## config.mk

```make
export PLATFORM = sky130hd
export DESIGN_NAME = color_sample_normalizer_flat
export DESIGN_NICKNAME = d
export VERILOG_FILES = /design/src/sv/csn_pkg.sv /design/src/sv/csn_if.sv /design/src/sv/color_sample_normalizer.sv /design/src/sv/csn_front.sv /design/src/sv/csn_fifo.sv /design/src/sv/csn_div.sv /design/src/sv/csn_back.sv /design/src/flat_wrapper.sv
export SDC_FILE = /design/constraint.sdc
export NUM_CORES = 1
export LEC_CHECK = 0
export ABC_AREA = 1
export BUFFER_PORTS_ARGS = -buffer_cell sky130_fd_sc_hd__buf_4
export CAP_MARGIN = 20
export CELL_PAD_IN_SITES_DETAIL_PLACEMENT = 0
export CELL_PAD_IN_SITES_GLOBAL_PLACEMENT = 1
export CORE_MARGIN = 2
export CORE_UTILIZATION = 44
export DETAILED_ROUTE_END_ITERATION = 16
export PLACE_DENSITY_LB_ADDON = 0.2
export SLEW_MARGIN = 20
export SYNTH_ARGS = -nofsm -noshare
export SYNTH_HDL_FRONTEND = slang
export SYNTH_SLANG_ARGS = --single-unit
```

## constraint.sdc

```tcl
create_clock -name clk_i -period 5.81 [get_ports clk_i]
set_clock_uncertainty 0.1 [all_clocks]
set_input_delay 0 -clock clk_i [delete_from_list [all_inputs] [get_ports clk_i]]
set_output_delay 0 -clock clk_i [all_outputs]
set_load 0.01 [all_outputs]
```

## src/sv/csn_pkg.sv

```systemverilog
// shared constants, types and register indexes of the color sample normalizer
// no dependencies

package csn_pkg;

  localparam int ChanW      = 2;
  localparam int SampleW    = 10;
  localparam int SumW       = 15;
  localparam int CountW     = 5;
  localparam int LevelW     = 8;
  localparam int NumRegs    = 6;
  localparam int RegIdxW    = 3;
  // dividend of the shared divider: magnitude of (average - black) * 255
  localparam int DivW       = SampleW + LevelW + 1;
  localparam int QDepth     = 2;

  localparam int SamplesPerReadingDef = 20;

  localparam logic [LevelW-1:0] FullScale = 8'd255;

  localparam logic [ChanW-1:0] ChanRed   = 2'd0;
  localparam logic [ChanW-1:0] ChanGreen = 2'd1;
  localparam logic [ChanW-1:0] ChanBlue  = 2'd2;

  localparam logic [RegIdxW-1:0] RegRedWhite   = 3'd0;
  localparam logic [RegIdxW-1:0] RegRedBlack   = 3'd1;
  localparam logic [RegIdxW-1:0] RegGreenWhite = 3'd2;
  localparam logic [RegIdxW-1:0] RegGreenBlack = 3'd3;
  localparam logic [RegIdxW-1:0] RegBlueWhite  = 3'd4;
  localparam logic [RegIdxW-1:0] RegBlueBlack  = 3'd5;

  typedef logic [NumRegs-1:0][SampleW-1:0] cal_regs_t;

  // element 0 is the lowest slice
  localparam cal_regs_t CalReset = {10'd0, 10'd1023, 10'd0, 10'd1023, 10'd0, 10'd1023};

  typedef struct packed {
    logic [ChanW-1:0] chan;
    logic [SumW-1:0]  sum;
  } burst_t;

  typedef struct packed {
    logic               start;
    logic [DivW-1:0]    dividend;
    logic [SampleW-1:0] divisor;
  } div_req_t;

  typedef struct packed {
    logic            busy;
    logic            done;
    logic [DivW-1:0] quotient;
  } div_rsp_t;

  typedef struct packed {
    logic [ChanW-1:0]   chan;
    logic [SampleW-1:0] avg;
    logic [LevelW-1:0]  level;
    logic               clipped;
    logic               bad;
  } result_t;

endpackage

```

## src/sv/csn_if.sv

```systemverilog
// valid/ready channel interfaces of the color sample normalizer
// depends on csn_pkg for field widths

interface csn_sample_if;
  logic                           valid;
  logic                           ready;
  logic [csn_pkg::ChanW-1:0]      channel;
  logic [csn_pkg::SampleW-1:0]    sample;

  modport source (output valid, output channel, output sample, input ready);
  modport sink   (input valid, input channel, input sample, output ready);
endinterface

interface csn_result_if;
  logic                           valid;
  logic                           ready;
  logic [csn_pkg::ChanW-1:0]      out_channel;
  logic [csn_pkg::SampleW-1:0]    average;
  logic [csn_pkg::LevelW-1:0]     level;
  logic                           clipped;
  logic                           bad_calibration;

  modport source (output valid, output out_channel, output average, output level,
                  output clipped, output bad_calibration, input ready);
  modport sink   (input valid, input out_channel, input average, input level,
                  input clipped, input bad_calibration, output ready);
endinterface

interface csn_cfg_if;
  logic                           valid;
  logic                           ready;
  logic [csn_pkg::RegIdxW-1:0]    index;
  logic [csn_pkg::SampleW-1:0]    data;

  modport source (output valid, output index, output data, input ready);
  modport sink   (input valid, input index, input data, output ready);
endinterface

```

## src/sv/color_sample_normalizer.sv

```systemverilog
// Color sample normalizer: a sample enters every cycle while the burst is running, except that
// a burst end waits while the two-deep queue of finished bursts is full. The back part takes a
// burst from the queue and forms the average by a reciprocal multiply in that cycle, then checks
// the calibration and starts the one-bit-per-cycle level divider (or skips it on bad
// calibration), picks up the quotient, registers the result and presents it; it takes the next
// burst in the cycle after the result transfer, so it holds one burst at a time. Calibration
// registers are write-only through the config channel, always ready, indexes above five are
// dropped.
// depends on csn_pkg, csn_if, csn_front, csn_fifo, csn_back

module color_sample_normalizer #(
  parameter int SamplesPerReading = csn_pkg::SamplesPerReadingDef
) (
  input  logic         clk_i,
  input  logic         rst_ni,
  csn_sample_if.sink   sample_i,
  csn_result_if.source result_o,
  csn_cfg_if.sink      cfg_i
);

  csn_pkg::cal_regs_t cal_q;
  logic               push;
  csn_pkg::burst_t    push_data;
  logic               full;
  logic               pop;
  logic               q_valid;
  csn_pkg::burst_t    q_data;

  assign cfg_i.ready = 1'b1;

  always_ff @(posedge clk_i or negedge rst_ni) begin
    if (!rst_ni) begin
      cal_q <= csn_pkg::CalReset;
    end else if (cfg_i.valid && (cfg_i.index < csn_pkg::RegIdxW'(csn_pkg::NumRegs))) begin
      cal_q[cfg_i.index] <= cfg_i.data;
    end
  end

  csn_front #(
    .SamplesPerReading (SamplesPerReading)
  ) u_front (
    .clk_i,
    .rst_ni,
    .sample_i,
    .push_o      (push),
    .push_data_o (push_data),
    .full_i      (full)
  );

  csn_fifo u_fifo (
    .clk_i,
    .rst_ni,
    .push_i      (push),
    .push_data_i (push_data),
    .full_o      (full),
    .pop_i       (pop),
    .valid_o     (q_valid),
    .pop_data_o  (q_data)
  );

  csn_back #(
    .SamplesPerReading (SamplesPerReading)
  ) u_back (
    .clk_i,
    .rst_ni,
    .q_valid_i (q_valid),
    .q_data_i  (q_data),
    .q_pop_o   (pop),
    .cal_i     (cal_q),
    .result_o
  );

endmodule

```

## src/sv/csn_front.sv

```systemverilog
// front part: accepts samples, accumulates the burst sum and count
// depends on csn_pkg, csn_if; pushes finished bursts into the queue

module csn_front #(
  parameter int SamplesPerReading = csn_pkg::SamplesPerReadingDef
) (
  input  logic            clk_i,
  input  logic            rst_ni,
  csn_sample_if.sink      sample_i,
  output logic            push_o,
  output csn_pkg::burst_t push_data_o,
  input  logic            full_i
);

  localparam logic [csn_pkg::CountW-1:0] LastCount = csn_pkg::CountW'(SamplesPerReading);

  logic [csn_pkg::SumW-1:0]   sum_q, sum_d, sum_next;
  logic [csn_pkg::CountW-1:0] count_q, count_d, count_next;
  logic                       last;
  logic                       accept;

  assign sum_next   = sum_q + csn_pkg::SumW'(sample_i.sample);
  assign count_next = count_q + 1'b1;
  assign last       = (count_next == LastCount);

  // a burst end needs a free queue slot, any other sample goes straight in
  assign sample_i.ready = !(last && full_i);
  assign accept         = sample_i.valid && sample_i.ready;

  assign push_o           = accept && last;
  assign push_data_o.chan = sample_i.channel;
  assign push_data_o.sum  = sum_next;

  always_comb begin
    sum_d   = sum_q;
    count_d = count_q;
    if (accept) begin
      if (last) begin
        sum_d   = '0;
        count_d = '0;
      end else begin
        sum_d   = sum_next;
        count_d = count_next;
      end
    end
  end

  always_ff @(posedge clk_i or negedge rst_ni) begin
    if (!rst_ni) begin
      sum_q   <= '0;
      count_q <= '0;
    end else begin
      sum_q   <= sum_d;
      count_q <= count_d;
    end
  end

endmodule

```

## src/sv/csn_fifo.sv

```systemverilog
// short queue of finished bursts between the front and back parts
// depends on csn_pkg

module csn_fifo (
  input  logic            clk_i,
  input  logic            rst_ni,
  input  logic            push_i,
  input  csn_pkg::burst_t push_data_i,
  output logic            full_o,
  input  logic            pop_i,
  output logic            valid_o,
  output csn_pkg::burst_t pop_data_o
);

  localparam int PtrW = (csn_pkg::QDepth > 1) ? $clog2(csn_pkg::QDepth) : 1;
  localparam int CntW = $clog2(csn_pkg::QDepth + 1);

  csn_pkg::burst_t mem_q [csn_pkg::QDepth];
  logic [PtrW-1:0] wr_ptr_q, wr_ptr_d;
  logic [PtrW-1:0] rd_ptr_q, rd_ptr_d;
  logic [CntW-1:0] cnt_q, cnt_d;
  logic            do_push, do_pop;

  assign full_o     = (cnt_q == CntW'(csn_pkg::QDepth));
  assign valid_o    = (cnt_q != '0);
  assign pop_data_o = mem_q[rd_ptr_q];
  assign do_push    = push_i && !full_o;
  assign do_pop     = pop_i && valid_o;

  always_comb begin
    wr_ptr_d = wr_ptr_q;
    rd_ptr_d = rd_ptr_q;
    cnt_d    = cnt_q;
    if (do_push) begin
      wr_ptr_d = (wr_ptr_q == PtrW'(csn_pkg::QDepth - 1)) ? '0 : wr_ptr_q + 1'b1;
    end
    if (do_pop) begin
      rd_ptr_d = (rd_ptr_q == PtrW'(csn_pkg::QDepth - 1)) ? '0 : rd_ptr_q + 1'b1;
    end
    if (do_push && !do_pop) begin
      cnt_d = cnt_q + 1'b1;
    end else if (do_pop && !do_push) begin
      cnt_d = cnt_q - 1'b1;
    end
  end

  always_ff @(posedge clk_i) begin
    if (do_push) begin
      mem_q[wr_ptr_q] <= push_data_i;
    end
  end

  always_ff @(posedge clk_i or negedge rst_ni) begin
    if (!rst_ni) begin
      wr_ptr_q <= '0;
      rd_ptr_q <= '0;
      cnt_q    <= '0;
    end else begin
      wr_ptr_q <= wr_ptr_d;
      rd_ptr_q <= rd_ptr_d;
      cnt_q    <= cnt_d;
    end
  end

endmodule

```

## src/sv/csn_div.sv

```systemverilog
// radix-2 restoring divider, one quotient bit per cycle, unsigned
// depends on csn_pkg; serves the level division of the back part

module csn_div (
  input  logic              clk_i,
  input  logic              rst_ni,
  input  csn_pkg::div_req_t req_i,
  output csn_pkg::div_rsp_t rsp_o
);

  localparam int DivW = csn_pkg::DivW;
  localparam int CntW = $clog2(DivW);

  logic                        busy_q, busy_d;
  logic                        done_q, done_d;
  logic [CntW-1:0]             cnt_q, cnt_d;
  logic [DivW-1:0]             dvd_q, dvd_d;
  logic [csn_pkg::SampleW-1:0] rem_q, rem_d;
  logic [csn_pkg::SampleW-1:0] dvs_q, dvs_d;
  logic [csn_pkg::SampleW:0]   trial;
  logic                        fits;

  // dividend shifts out at the top while quotient bits shift in at the bottom
  assign trial = {rem_q, dvd_q[DivW-1]};
  assign fits  = (trial >= {1'b0, dvs_q});

  always_comb begin
    busy_d = busy_q;
    done_d = 1'b0;
    cnt_d  = cnt_q;
    dvd_d  = dvd_q;
    rem_d  = rem_q;
    dvs_d  = dvs_q;
    if (busy_q) begin
      rem_d = fits ? csn_pkg::SampleW'(trial - {1'b0, dvs_q})
                   : trial[csn_pkg::SampleW-1:0];
      dvd_d = {dvd_q[DivW-2:0], fits};
      cnt_d = cnt_q + 1'b1;
      if (cnt_q == CntW'(DivW - 1)) begin
        busy_d = 1'b0;
        done_d = 1'b1;
      end
    end else if (req_i.start) begin
      busy_d = 1'b1;
      cnt_d  = '0;
      dvd_d  = req_i.dividend;
      rem_d  = '0;
      dvs_d  = req_i.divisor;
    end
  end

  always_ff @(posedge clk_i) begin
    dvd_q <= dvd_d;
    rem_q <= rem_d;
    dvs_q <= dvs_d;
  end

  always_ff @(posedge clk_i or negedge rst_ni) begin
    if (!rst_ni) begin
      busy_q <= 1'b0;
      done_q <= 1'b0;
      cnt_q  <= '0;
    end else begin
      busy_q <= busy_d;
      done_q <= done_d;
      cnt_q  <= cnt_d;
    end
  end

  assign rsp_o.busy     = busy_q;
  assign rsp_o.done     = done_q;
  assign rsp_o.quotient = dvd_q;

endmodule

```

## src/sv/csn_back.sv

```systemverilog
// back part: averages a burst and scales it against the calibration registers
// depends on csn_pkg, csn_if, csn_div

module csn_back #(
  parameter int SamplesPerReading = csn_pkg::SamplesPerReadingDef
) (
  input  logic               clk_i,
  input  logic               rst_ni,
  input  logic               q_valid_i,
  input  csn_pkg::burst_t    q_data_i,
  output logic               q_pop_o,
  input  csn_pkg::cal_regs_t cal_i,
  csn_result_if.source       result_o
);

  localparam logic [2:0] SIdle  = 3'd0;
  localparam logic [2:0] SScale = 3'd2;
  localparam logic [2:0] SLvl   = 3'd3;
  localparam logic [2:0] SOut   = 3'd4;

  localparam int RecipShift = csn_pkg::SumW + csn_pkg::CountW;
  localparam int RecipW     = RecipShift + 1;
  localparam int ProdW      = csn_pkg::SumW + RecipW;
  // reciprocal of the burst length rounded up, exact for every 15-bit sum
  localparam logic [RecipW-1:0] AvgRecip =
    RecipW'((2 ** RecipShift + SamplesPerReading - 1) / SamplesPerReading);

  logic [2:0]                  state_q, state_d;
  csn_pkg::result_t            res_q, res_d;
  logic                        neg_q, neg_d;
  csn_pkg::div_req_t           div_req;
  csn_pkg::div_rsp_t           div_rsp;

  logic [csn_pkg::SampleW-1:0] white, black;
  logic                        no_cal;
  logic signed [csn_pkg::SampleW:0]   diff_s, span_s;
  logic signed [csn_pkg::DivW:0]      num_s;
  logic [csn_pkg::DivW-1:0]           num_mag;
  logic [csn_pkg::SampleW-1:0]        span_mag;
  logic [csn_pkg::DivW-1:0]           quot;
  logic [ProdW-1:0]                   avg_prod;

  csn_div u_div (
    .clk_i,
    .rst_ni,
    .req_i (div_req),
    .rsp_o (div_rsp)
  );

  // burst average as a multiply by the reciprocal and a shift
  assign avg_prod = ProdW'(q_data_i.sum) * ProdW'(AvgRecip);

  // calibration pair of the burst's channel
  always_comb begin
    white  = '0;
    black  = '0;
    no_cal = 1'b0;
    case (res_q.chan)
      csn_pkg::ChanRed: begin
        white = cal_i[csn_pkg::RegRedWhite];
        black = cal_i[csn_pkg::RegRedBlack];
      end
      csn_pkg::ChanGreen: begin
        white = cal_i[csn_pkg::RegGreenWhite];
        black = cal_i[csn_pkg::RegGreenBlack];
      end
      csn_pkg::ChanBlue: begin
        white = cal_i[csn_pkg::RegBlueWhite];
        black = cal_i[csn_pkg::RegBlueBlack];
      end
      default: begin
        no_cal = 1'b1;
      end
    endcase
  end

  // (avg - black) * 255 as shift and subtract, then sign and magnitude
  assign diff_s   = $signed({1'b0, res_q.avg}) - $signed({1'b0, black});
  assign span_s   = $signed({1'b0, white}) - $signed({1'b0, black});
  assign num_s    = ((csn_pkg::DivW + 1)'(diff_s) <<< csn_pkg::LevelW)
                    - (csn_pkg::DivW + 1)'(diff_s);
  assign num_mag  = num_s[csn_pkg::DivW] ? csn_pkg::DivW'(-num_s)
                                         : num_s[csn_pkg::DivW-1:0];
  assign span_mag = span_s[csn_pkg::SampleW] ? csn_pkg::SampleW'(-span_s)
                                             : span_s[csn_pkg::SampleW-1:0];
  assign quot     = div_rsp.quotient;

  always_comb begin
    state_d          = state_q;
    res_d            = res_q;
    neg_d            = neg_q;
    q_pop_o          = 1'b0;
    div_req.start    = 1'b0;
    div_req.dividend = num_mag;
    div_req.divisor  = span_mag;
    case (state_q)
      SIdle: begin
        if (q_valid_i) begin
          q_pop_o    = 1'b1;
          res_d.chan = q_data_i.chan;
          res_d.avg  = avg_prod[RecipShift +: csn_pkg::SampleW];
          state_d    = SScale;
        end
      end
      SScale: begin
        res_d.level   = '0;
        res_d.clipped = 1'b0;
        res_d.bad     = 1'b0;
        if (no_cal || (span_s == '0)) begin
          res_d.bad = 1'b1;
          state_d   = SOut;
        end else begin
          div_req.start = 1'b1;
          neg_d         = num_s[csn_pkg::DivW] ^ span_s[csn_pkg::SampleW];
          state_d       = SLvl;
        end
      end
      SLvl: begin
        if (div_rsp.done) begin
          // a zero quotient is not negative even when the signs differ
          if (quot == '0) begin
            res_d.level = '0;
          end else if (neg_q) begin
            res_d.level   = '0;
            res_d.clipped = 1'b1;
          end else if (quot > csn_pkg::DivW'(csn_pkg::FullScale)) begin
            res_d.level   = csn_pkg::FullScale;
            res_d.clipped = 1'b1;
          end else begin
            res_d.level = quot[csn_pkg::LevelW-1:0];
          end
          state_d = SOut;
        end
      end
      SOut: begin
        if (result_o.ready) begin
          state_d = SIdle;
        end
      end
      default: begin
        state_d = SIdle;
      end
    endcase
  end

  always_ff @(posedge clk_i) begin
    res_q <= res_d;
    neg_q <= neg_d;
  end

  always_ff @(posedge clk_i or negedge rst_ni) begin
    if (!rst_ni) begin
      state_q <= SIdle;
    end else begin
      state_q <= state_d;
    end
  end

  assign result_o.valid           = (state_q == SOut);
  assign result_o.out_channel     = res_q.chan;
  assign result_o.average         = res_q.avg;
  assign result_o.level           = res_q.level;
  assign result_o.clipped         = res_q.clipped;
  assign result_o.bad_calibration = res_q.bad;

`ifndef SYNTH
  a_bad_no_level: assert property (@(posedge clk_i) disable iff (!rst_ni)
    result_o.valid && result_o.bad_calibration |->
      result_o.level == '0 && !result_o.clipped)
    else $error("bad calibration with nonzero level or clip");

  a_clip_rails: assert property (@(posedge clk_i) disable iff (!rst_ni)
    result_o.valid && result_o.clipped |->
      result_o.level == '0 || result_o.level == csn_pkg::FullScale)
    else $error("clipped level not at a rail");

  a_div_done_waited: assert property (@(posedge clk_i) disable iff (!rst_ni)
    div_rsp.done |-> state_q == SLvl)
    else $error("divider finished while back part not waiting");

  a_pop_from_idle: assert property (@(posedge clk_i) disable iff (!rst_ni)
    q_pop_o |=> state_q == SScale && !div_rsp.busy)
    else $error("burst popped while the divider was still busy");
`endif

endmodule

```

## src/flat_wrapper.sv

```systemverilog
// flat-port wrapper written by rule: the top's interface ports become plain ports
module color_sample_normalizer_flat 
#(
  parameter int SamplesPerReading = csn_pkg::SamplesPerReadingDef
)
  (clk_i, rst_ni, sample_i_valid, sample_i_channel, sample_i_sample, sample_i_ready, result_o_valid, result_o_out_channel, result_o_average, result_o_level, result_o_clipped, result_o_bad_calibration, result_o_ready, cfg_i_valid, cfg_i_index, cfg_i_data, cfg_i_ready);
  csn_sample_if sample_i_i ();
  csn_result_if result_o_i ();
  csn_cfg_if cfg_i_i ();
  input  logic clk_i;
  input  logic rst_ni;
  input wire logic [$bits(sample_i_i.valid)-1:0] sample_i_valid;
  input wire logic [$bits(sample_i_i.channel)-1:0] sample_i_channel;
  input wire logic [$bits(sample_i_i.sample)-1:0] sample_i_sample;
  output wire logic [$bits(sample_i_i.ready)-1:0] sample_i_ready;
  output wire logic [$bits(result_o_i.valid)-1:0] result_o_valid;
  output wire logic [$bits(result_o_i.out_channel)-1:0] result_o_out_channel;
  output wire logic [$bits(result_o_i.average)-1:0] result_o_average;
  output wire logic [$bits(result_o_i.level)-1:0] result_o_level;
  output wire logic [$bits(result_o_i.clipped)-1:0] result_o_clipped;
  output wire logic [$bits(result_o_i.bad_calibration)-1:0] result_o_bad_calibration;
  input wire logic [$bits(result_o_i.ready)-1:0] result_o_ready;
  input wire logic [$bits(cfg_i_i.valid)-1:0] cfg_i_valid;
  input wire logic [$bits(cfg_i_i.index)-1:0] cfg_i_index;
  input wire logic [$bits(cfg_i_i.data)-1:0] cfg_i_data;
  output wire logic [$bits(cfg_i_i.ready)-1:0] cfg_i_ready;
  assign sample_i_i.valid = sample_i_valid;
  assign sample_i_i.channel = sample_i_channel;
  assign sample_i_i.sample = sample_i_sample;
  assign sample_i_ready = sample_i_i.ready;
  assign result_o_valid = result_o_i.valid;
  assign result_o_out_channel = result_o_i.out_channel;
  assign result_o_average = result_o_i.average;
  assign result_o_level = result_o_i.level;
  assign result_o_clipped = result_o_i.clipped;
  assign result_o_bad_calibration = result_o_i.bad_calibration;
  assign result_o_i.ready = result_o_ready;
  assign cfg_i_i.valid = cfg_i_valid;
  assign cfg_i_i.index = cfg_i_index;
  assign cfg_i_i.data = cfg_i_data;
  assign cfg_i_ready = cfg_i_i.ready;
  color_sample_normalizer #(.SamplesPerReading(SamplesPerReading)) u_core (.clk_i(clk_i), .rst_ni(rst_ni), .sample_i(sample_i_i), .result_o(result_o_i), .cfg_i(cfg_i_i));
endmodule
```

==> results.py <==
metrics = {
    "logic_synthesis": {
        "synth_top_area_share_pct": 19.6,
        "synthCells": 1717,
        "yosysTopAreaCell": "edfxtp_1",
        "synth_most_common_cell": "nand2_1",
        "synth_warnings": 0,
        "async_flop_share_pct": 49.5,
        "ys_ff_latch": 190,
        "synth_edf_count": 96,
        "synth.cell_area_mm2": 0.0147,
        "syn_nets": 1974,
        "synth.cells.most_frequent": "375 x nand2_1, 274 x inv_1, 164 x ha_1, 125 x o21ai_0, 105 x nand3_1",
        "postSynthAreaPerCell_um2": 8.55,
        "synth.top_cells.by_area": "edfxtp_1 20%, ha_1 14%, dfrtp_1 11%, nand2_1 9.6%, fa_1 8.6%",
        "ys.flop_type": "edfxtp_1",
        "ys_types": 46,
        "seq_area_frac_synth_pct": 35.9,
    },
    "global_routing": {
        "grt.total_usage_pct": 20.7,
        "met2_usage_pct": 35.5,
        "antenna_found_initial": 0,
        "grt.overflow.total": 0,
        "top_usage_layer": "met2",
        "grt_max_degree": 49,
        "met1_usage_pct": 27.8,
        "grt_pass1_wl_um": 58000,
        "grt_pass1_vias": 11400,
        "use_met3_pct": 2.63,
    },
    "drt": {
        "drtAntennaViolNets": 0,
        "drt_pre_antenna_iters": 5,
        "routed-via-count": 11600,
        "drc": 0,
        "wl_per_cell_um": 15.5,
        "drtIter0Drc": 709,
        "vias_per_cell": 5.10,
        "routed_wl_um": 35200,
    },
    "floorplan": {
        "die_h_um": 187,
        "pin_count": 55,
        "initial_core_util_pct": 44.9,
        "core_area_mm2": 0.0327,
        "die-width_um": 187,
        "rows": 66,
        "die_area_mm2": 0.0348,
    },
    "worst_setup_path": {
        "cp.arrival_ps": 5640,
        "setup.worst_path.end_class": "flop",
        "critPathLaunchType": "flop",
        "worstSetupPathType": "reg2reg",
        "required_ps": 5910,
        "cp_max_fo": 11,
    },
    "sta": {
        "period_needed_ps": 5540,
        "setup_viol": 0,
        "slew_headroom_pct": 52.1,
        "timing.final.ws_setup_ps": 266,
        "worstMarginPinSlew_ps": 716,
        "final_hold_viol_count": 0,
        "final.setup.tns_ps": 0,
        "post-route-period-util_pct": 95.4,
        "fmax_mhz": 180,
        "holdWs_ps": 34.7,
        "maxSlewViolCount": 0,
    },
    "layout": {
        "final_design_area_no_fill_mm2": 0.0168,
        "drive_gt1_share_pct": 13.0,
        "regArea_mm2": 0.00527,
        "syn2layout_area_growth_pct": 14.6,
        "fillers": 3193,
        "multi_input_area_mm2": 0.00841,
        "fin_nets": 2076,
        "diodes": 0,
    },
    "placement": {
        "place_ws_ps": -64.6,
        "dp_hpwl_um": 27300,
        "portBuffers": 53,
        "dpl_cell_area_mm2": 0.0157,
        "gp_congestion": 0.874,
    },
    "clocking": {
        "cts_tree": "done",
        "clk_pin_slew_worst_paths_ps": 80,
        "root_buffer": "clkbuf_16",
        "cts_buffers": 17,
        "htree_levels": 4,
        "cts_sinks": 190,
        "clock_path_buffers": 2,
        "clk_latency_ps": 460,
    },
    "outcome": {
        "status": "complete, no violations",
    },
    "hold_path": {
        "hold_path.class": "in2reg",
    },
    "job": {
        "maxCapViolCount": 0,
    },
}
critical path, cell delays in order, from the launching register on:
cell,delay (ps)
dfrtp_1,360
inv_1,70
buf_6,140
or2_2,260
o21ai_1,120
inv_2,90
ha_4,280
inv_1,50
fa_1,530
fa_1,450
fa_1,550
inv_1,60
fa_1,450
fa_1,540
ha_4,310
nand2_1,90
nor4_2,250
o21ai_1,110
nand2_1,120
nand2_1,60
nand2_1,90
a21oi_1,80
xnor2_1,130
registers in the layout (all words and copies together) (netlist names), 2 cells and up:
signal and count:
u_core.u_front.count_q 5, u_core.u_back.u_div.rem_q 10, u_core.u_back.u_div.dvd_q 19, u_core.u_fifo.mem_q 34, u_core.u_back.result_o.out_channel 2, u_core.u_back.u_div.cnt_q 5
u_core.u_back.result_o.level 8, u_core.u_fifo.cnt_q 2, u_core.cal_q 60, u_core.u_front.sum_q 15, u_core.u_back.u_div.dvs_q 10, u_core.u_back.state_q 3
u_core.u_back.result_o.average 10
logic make-up after synthesis:
family	share of synthesized area, %
flip-flops	35.9
buffers and inverters	8.06
AND/OR/NAND/NOR	18.9
XOR/XNOR	3.76
AO/OA/AOI/OAI	10.7
adder cells (fa/ha/maj)	22.6
other	0.0256
layer usage:
metal	vias up	routed length [um]
li1	5850	-
met1	5575	16600
met2	147	17100
met3	23	932
met4	0	501
met5	-	0
cell usage in the layout, fill, tap and decap left out, drive strengths merged, types with 2 or more instances in the layout:
cell         netlist  routed
a221oi            10      10
bufinv             0       2
xor2              46      46
edfxtp            96      96
dfrtp             64      64
fa                63      63
a21o               2       2
inv              278     286
nand4             10      10
a21oi            100     100
or2                8       8
o2111ai            2       2
nand2            393     393
nor3              16      16
a31oi              2       2
a22o              13      13
o21bai             8       8
o22ai              2       2
nand3            110     110
xnor2             17      17
o21a               6       6
clkbuf            31      19
clkinv             0       2
nor2              97      97
nor4               6       6
ha               164     164
dlygate4sd3        0      21
buf                3      96
a211oi             2       2
o21ai            132     132
dfstp             30      30
final cells by class:
class,count,share of cell area (%)
Clock inverter,13,0.997
Inverter,278,6.22
Timing Repair Buffer,117,5.56
Sequential cell,190,31.3
Multi-Input combinational cell,1215,50.0
Tap cell,442,3.29
Clock buffer,19,2.63
metrics by stage:
stage                     std cells  util (%)
final                          2274      51.4
after global routing           2274      51.4
after CTS                      2265      50.7
after detailed placement       2211      48.1
after floorplan                1717         -
after global placement         2211      48.1
final timing paths:
| kind | cells past startpoint | to | slack (ps) | start |
|---|---|---|---|---|
| min | 3 | u_core.u_fifo.mem_q[1][8] | 30 | sample_i_sample[8] |
| max | 22 | u_core.u_back.result_o.average[8] | 270 | u_core.u_fifo.rd_ptr_q |
| min reg2reg | 2 | u_core.cal_q[14] | 390 | u_core.cal_q[14] |
| max in group asynchronous | 4 | u_core.cal_q[17] | 3900 | rst_ni |
| min in group asynchronous | 3 | u_core.cal_q[12] | 530 | rst_ni |
| max reg2reg | 22 | u_core.u_back.result_o.average[8] | 270 | u_core.u_fifo.rd_ptr_q |
timing repair:
action / in CTS / in global routing
endpoints found under the setup margin: 3 / 7
hold endpoints to repair: 122 / 0
resized for setup: 1 / 39
pin swaps: 0 / 14
buffers inserted: 1 / 9
hold buffers: 21 / 0
Power is left out: the tool's default activity adds up to more than one toggle a clock period on the data nets, which glitch-free logic cannot reach.
